### src/hw/rtl/c3v_pkg.sv
// Shared constants, types and register codes for the 3x3 RGB convolution block.
package c3v_pkg;

  // Default geometry and sample width handed to the top-level parameters.
  localparam int DEF_MAX_WIDTH   = 2048;
  localparam int DEF_MAX_HEIGHT  = 4096;
  localparam int DEF_SAMPLE_BITS = 16;

  // Kernel format: signed Q2.14 taps, three to a row word.
  localparam int COEF_W    = 16;
  localparam int FRAC_BITS = 14;
  localparam int KERN_DIM  = 3;
  localparam int WIN_TAPS  = KERN_DIM * KERN_DIM;
  localparam int NUM_CH    = 3;

  // Configuration port.
  localparam int CFG_DW     = 48;
  localparam int CFG_IDX_W  = 3;
  localparam int IMG_W_BITS = 12;
  localparam int IMG_H_BITS = 13;
  localparam int IMG_W_RST  = 2048;
  localparam int IMG_H_RST  = 1024;
  localparam int MIN_DIM    = 3;

  // Pipeline depth of one channel lane and size of the result queue.
  localparam int LANE_LAT  = 4;
  localparam int OUT_DEPTH = 8;

  typedef enum logic [CFG_IDX_W-1:0] {
    REG_COEF_TOP = 3'd0,
    REG_COEF_MID = 3'd1,
    REG_COEF_BOT = 3'd2,
    REG_IMG_W    = 3'd3,
    REG_IMG_H    = 3'd4
  } cfg_reg_e;

  typedef struct packed {
    logic row_end;
    logic frame_end;
  } flag_t;

endpackage

### src/hw/rtl/c3v_out_fifo.sv
// Merge stage: joins the three lane results with the position flags in a small result queue.
module c3v_out_fifo #(
  parameter int SAMPLE_BITS = c3v_pkg::DEF_SAMPLE_BITS
) (
  input  logic                                          clk,
  input  logic                                          rst_n,
  input  logic                                          push_i,
  input  logic [c3v_pkg::NUM_CH-1:0][SAMPLE_BITS-1:0]   res_i,
  input  c3v_pkg::flag_t                                flags_i,
  output logic                                          out_valid_o,
  input  logic                                          out_stall_i,
  output logic [c3v_pkg::NUM_CH-1:0][SAMPLE_BITS-1:0]   res_o,
  output c3v_pkg::flag_t                                flags_o
);
  import c3v_pkg::*;

  localparam int PTR_W = $clog2(OUT_DEPTH);
  localparam int CNT_W = $clog2(OUT_DEPTH + 1);

  logic [NUM_CH-1:0][SAMPLE_BITS-1:0] res_q [OUT_DEPTH];
  flag_t                              flg_q [OUT_DEPTH];
  logic [PTR_W-1:0] wr_ptr_r, wr_ptr_nxt;
  logic [PTR_W-1:0] rd_ptr_r, rd_ptr_nxt;
  logic [CNT_W-1:0] cnt_r, cnt_nxt;
  logic             pop;

  assign out_valid_o = (cnt_r != '0);
  assign pop         = out_valid_o && !out_stall_i;
  assign res_o       = res_q[rd_ptr_r];
  assign flags_o     = flg_q[rd_ptr_r];

  always_comb begin
    wr_ptr_nxt = wr_ptr_r;
    rd_ptr_nxt = rd_ptr_r;
    cnt_nxt    = cnt_r;
    if (push_i) begin
      wr_ptr_nxt = (wr_ptr_r == PTR_W'(OUT_DEPTH - 1)) ? '0 : wr_ptr_r + PTR_W'(1);
    end
    if (pop) begin
      rd_ptr_nxt = (rd_ptr_r == PTR_W'(OUT_DEPTH - 1)) ? '0 : rd_ptr_r + PTR_W'(1);
    end
    unique case ({push_i, pop})
      2'b10:   cnt_nxt = cnt_r + CNT_W'(1);
      2'b01:   cnt_nxt = cnt_r - CNT_W'(1);
      default: cnt_nxt = cnt_r;
    endcase
  end

  always_ff @(posedge clk) begin
    if (!rst_n) begin
      wr_ptr_r <= '0;
      rd_ptr_r <= '0;
      cnt_r    <= '0;
    end else begin
      wr_ptr_r <= wr_ptr_nxt;
      rd_ptr_r <= rd_ptr_nxt;
      cnt_r    <= cnt_nxt;
    end
  end

  always_ff @(posedge clk) begin
    if (push_i) begin
      res_q[wr_ptr_r] <= res_i;
      flg_q[wr_ptr_r] <= flags_i;
    end
  end

endmodule
### config.mk
export PLATFORM = sky130hd
export DESIGN_NAME = c3v_out_fifo
export DESIGN_NICKNAME = d
export VERILOG_FILES = /design/src/hw/rtl/c3v_pkg.sv /design/src/hw/rtl/c3v_out_fifo.sv
export SDC_FILE = /design/constraint.sdc
export NUM_CORES = 1
export LEC_CHECK = 0
export CAP_MARGIN = 20
export CORE_UTILIZATION = 42
export DETAILED_ROUTE_END_ITERATION = 10
export DONT_BUFFER_PORTS = 1
export SKIP_LAST_GASP = 1
export SYNTH_ARGS = -nofsm -noshare
export SYNTH_HDL_FRONTEND = slang
export SYNTH_SLANG_ARGS = --single-unit
### constraint.sdc
create_clock -name clk -period 9.9 [get_ports clk]
set_clock_uncertainty 0.15 [all_clocks]
set_input_delay 0.99 -clock clk [delete_from_list [all_inputs] [get_ports clk]]
set_output_delay 0.99 -clock clk [all_outputs]
set_load 0.03 [all_outputs]
# Word level (Yosys, flattened, before mapping)
# Memory sizes are Yosys's and may differ from the RTL's. A register that Yosys moved wholly into a read port is not among the register bits.
# Index checks and enable logic that the tools add are counted.
# word_totals
reg_bits	10
ram_bits	400
input_bits	54
elab_cells	26
output_inout_bits	51
memories	2
# memory_table
name	depth	width	rd	rd_clocked_by_memory_dff	wr	line_no	source
res_q	8	48	1	1	1	c3v_out_fifo.sv:20	logic [NUM_CH-1:0][SAMPLE_BITS-1:0] res_q [OUT_DEPTH];
flg_q	8	2	1	1	1	c3v_out_fifo.sv:21	flag_t flg_q [OUT_DEPTH];
# classes
addsub	4
mux	9
n_reduce_logical	4
n_eq_ne	4
# ops
op	count
3-bit 2-to-1 mux	6
4-bit one-hot mux with 2 select lines	1
3-bit by 1-bit adder with 3-bit output, second input constant	2
3-bit == test, second input constant	2
4-bit by 1-bit adder with 4-bit output, second input constant	1
4-bit nonzero test	1
4-bit by 1-bit subtractor with 4-bit output, second input constant	1
2-bit by 1-bit == test with 1-bit output, second input constant	1
2-bit == test, second input constant	1
1-bit 2-to-1 mux	2
2-bit nonzero test	1
1-bit logical AND	1
1-bit zero test	1

# Longest topological paths before layout
# depth
depth_word	4
ltp_mapped	10
ltp_nobuf	9

# Least setup slack after synthesis
# Ideal clock, no wire load.
# synth_path
path_kind	input to register
from	input port push_i
to	memory flg_q[0][0] (netlist bit) (enable)
n_path_buf	0
setup_slack_ps	4735
required_time_ps	9231
arrival_time_ps	4496
path_stages	2
setup_time_ps	519
cell_sequence	nand2b_1 -> nor3_1
# synth_via
elab_chain_len	2
# synth_rtl
element	line_no	source
start, declared	c3v_out_fifo.sv:7	input logic push_i,
1-bit 2-to-1 mux	c3v_out_fifo.sv:62	if (push_i) begin
1-bit 2-to-1 mux (not written as such)	c3v_out_fifo.sv:64	flg_q[wr_ptr_r] <= flags_i;
end, declared	c3v_out_fifo.sv:21	
# No other way between the ends.

==> results.md <==
- Share of layout cells above drive strength 1: 34.4%
- DR vias: 6493
- CP endpoint kind: output port
- TritonCTS Buffers: 42
- Die height: 195 um
- First-pass GRT wire length: ~45 mm
- Routed wire length: 30.3 mm
- CP max-delay cell: dfxtp_4
- Full die area: 38200 um2
- Grt ovf: 0
- Async SR Flop Fraction: 0%
- Post-DP Area: 16300 um2
- Hold Crit Class: reg2reg
- Largest cells by area after synthesis: edfxtp_1, mux4_2, mux2_2
- Measured slew at the worst slew-check pin: between 1 and 1.5 ns
- Routed vias/inst: 5.50
- Setup CP Type: reg2out
- H-tree depth: 2
- Setup slack after layout: approximately 5.0 ns
- CTS tree: yes
- Post-route cell area: 17600 um2
- Ys Warns: 0
- Number of port buffers: 0
- FF+latch count, synth: just over 400
- Cell area after synthesis: 15700 um2
- Post-CTS Setup Repair Bufs: 0
- Synth top area share: 76.4%
- First DRT Iteration DRCs: 359
- RSZ-0062 raised after global routing: false
- RR Startpoint: cnt_r[1]
- Initial core utilization: 42.8%
- Largest area contributor in the netlist: edfxtp_1
- R2R setup slack: 7.06 ns
- Area Overhead vs Synth: 12.3%
- Final worst path period share: 49.3%
- NumNets Final: 739
- Syn nets: 712
- Detailed Routing Iterations Pass 1: 4
- Critical Path, Cell by Cell: buf_4 > buf_4 > mux4_2 > mux2_2
- Max-slew violations: 0
- I/O Pins: approximately 110
- DRC viols: 0
- Critical Path AT: 3.74 ns
- TNS Setup: 0 ns
- Leakage: 0.00537 uW
- CP most frequent cell: buf_4
- Mean Syn Cell Area: around 24 um2
- Peak VDD IR: 0.107 mV
- WP buf/inv: 2
- Gr usage total: about 16%
- PwrDens: 244 nW/um2
- Seq/Total Area, Yosys: between 70% and 80%
- R2R depth: 9
- EDFF count, synth: 400
- Pin count of the biggest net entering global routing: between 60 and 70
- Hold path endpoint: cnt_r[3]
- DPL Wire Length: 16.3 mm
- Top FF cell, synth: edfxtp_1
- Status: finished clean
- Netlist cell types: 32
- Synthesized instance count: around 650
- Worst-path maximum fanout: 35
- Worst EP required: 8.76 ns
- Post-CTS Hold Fix Bufs: 0
- Initial antenna violation count: 0
- Clk_lat worst skew: between 0.5 and 0.6 ns
- Max_slew headroom: between 20 and 30%
- Max_cap viols: 0
- Resized Gates After CTS: 0
- Top Family by Delay on Critical Path: buffers and inverters
- Clock Sinks: 413
- Core area: 36700 um2
- WL/cell: 25.7 um
- N_diodes: 0
- Vias in the first global route: 7072
- Hold_sp: cnt_r[3]
- Clock Tree Root: clkbuf_16
- Setup Viol. Count Final: 0
- Die Width: 195 um
- Minimum clock period: 4.88 ns
- Row count: 70
- Fmax: 205 MHz
- Worst hold margin: 0.342 ns
- Pre-CTS setup slack: 5.44 ns
- Worst R2R End: cnt_r[2]
- Bufs on Longest Clock Path: 3
- Final Hold Vio Count: 0
- Final Wtd Congestion: 0.663
- Hold depth: 2
- Clock Pin Slew Worst Setup and Hold Paths: 0.06 ns
- CP peak stage delay: 0.76 ns
- Detail Route Antenna Nets: 0
- Crit path launch type: flip-flop
==> kinds of logic (layout without fill, tap and decap cells) <==
kind of cell | Yosys count | in the layout | synth area share, %
AOI/OAI and AO/OA | 7 | 7 | 0.326
buffers and inverters | 32 | 93 | 1.32
xor gates and xnor gates | 3 | 3 | 0.167
DFF | 413 | 413 | 78.1
and+or+nand+nor | 32 | 32 | 1.22
muxes | 157 | 157 | 18.4
adders and majority gates | 7 | 7 | 0.557
==> sequential cells by signal (all words and copies together), names as in the netlist, named ones only <==
register	cells
cnt_r	4
flg_q	16
rd_ptr_r	3
res_q	384
wr_ptr_r	3
==> metal layers <==
| metal | share of wire [%] | GRT usage, % |
|---|---|---|
| met5 | 0 | 0 |
| met4 | 2.5 | 5.31 |
| met3 | 6.1 | 4.40 |
| met2 | 50 | 27.4 |
| met1 | 41 | 20.2 |
==> synthesized netlist by cell type (all sizes together) (4+ instances only) <==
cell type / instances
nor2: 7
dfxtp: 13
buf: 23
nor2b: 7
clkbuf: 8
mux4: 100
nor3: 4
ha: 7
mux2: 51
mux2i: 6
nand2b: 5
nand2: 4
edfxtp: 400
==> power breakdown <==
| part | total, uW | switching [uW] | internal, uW | leakage, uW |
|---|---|---|---|---|
| Clock | 1530 | 637 | 894 | 0.000664 |
| Sequential | 2030 | 65.4 | 1970 | 0.00374 |
| Combinational | 746 | 401 | 345 | 0.000968 |
| Total | 4310 | 1100 | 3210 | 0.00537 |
==> worst max-delay path by stage <==
stage,from,endpoint,slack [ns],depth (start not counted)
2_1_floorplan,push_i,flg_q[0][0],4.73,2
3_3_place_gp,flip-flop,res_o[13],5.51,4
3_5_place_dp,flip-flop,res_o[7],5.44,4
4_1_cts,flip-flop,res_o[7],4.83,4
5_1_grt,flip-flop,res_o[7],4.68,4
6_report,flip-flop,res_o[7],5.02,4
==> layout by cell type (no fill, tap or decap), types with 2 or more instances in the layout <==
| cell | netlist | layout |
|---|---|---|
| clkbuf_16 | 0 | 42 |
| nor3_2 | 0 | 2 |
| clkinvlp_4 | 0 | 3 |
| inv_6 | 0 | 2 |
| mux4_2 | 100 | 100 |
| clkinv_2 | 0 | 11 |
| nor2_4 | 0 | 6 |
| xor2_1 | 2 | 2 |
| nand2b_1 | 4 | 4 |
| bufinv_16 | 0 | 4 |
| nand2_1 | 4 | 4 |
| a21oi_1 | 2 | 2 |
| nor3_1 | 4 | 2 |
| clkbuf_1 | 7 | 4 |
| buf_4 | 1 | 13 |
| dfxtp_4 | 0 | 3 |
| dfxtp_1 | 13 | 10 |
| mux2_2 | 51 | 51 |
| mux2i_1 | 6 | 6 |
| ha_1 | 7 | 7 |
| edfxtp_1 | 400 | 400 |
| clkinv_1 | 0 | 9 |
| nor2b_1 | 6 | 6 |
==> through the flow <==
stage | total power (uW) | cells | utilization, %
final | 4310 | 1180 | 48.1
after global routing | 4470 | 1180 | 48.1
after CTS | 4370 | 1179 | 48.0
after detailed placement | 2830 | 1101 | 44.3
after global placement | 2810 | 1101 | 44.3
after floorplan | 2740 | 651 | -
==> layout make-up <==
class / instances / area (um2)
Sequential cell: 413 / 12300
Clock inverter: 31 / 274
Timing Repair Buffer: 14 / 125
Clock buffer: 47 / 1080
Tap cell: 468 / 586
Multi-Input combinational cell: 206 / 3300
Inverter: 1 / 3.75
Fill cell: 2824 / 19000
==> tightest hold or removal path, delay by kind of cell, from the launching register on <==
| family | cells | cell delay, ns |
|---|---|---|
| flops | 1 | 0.32 |
| mux | 1 | 0.06 |
| simple gates | 1 | 0.05 |
Note: power is estimated with default switching activity, not from simulation.
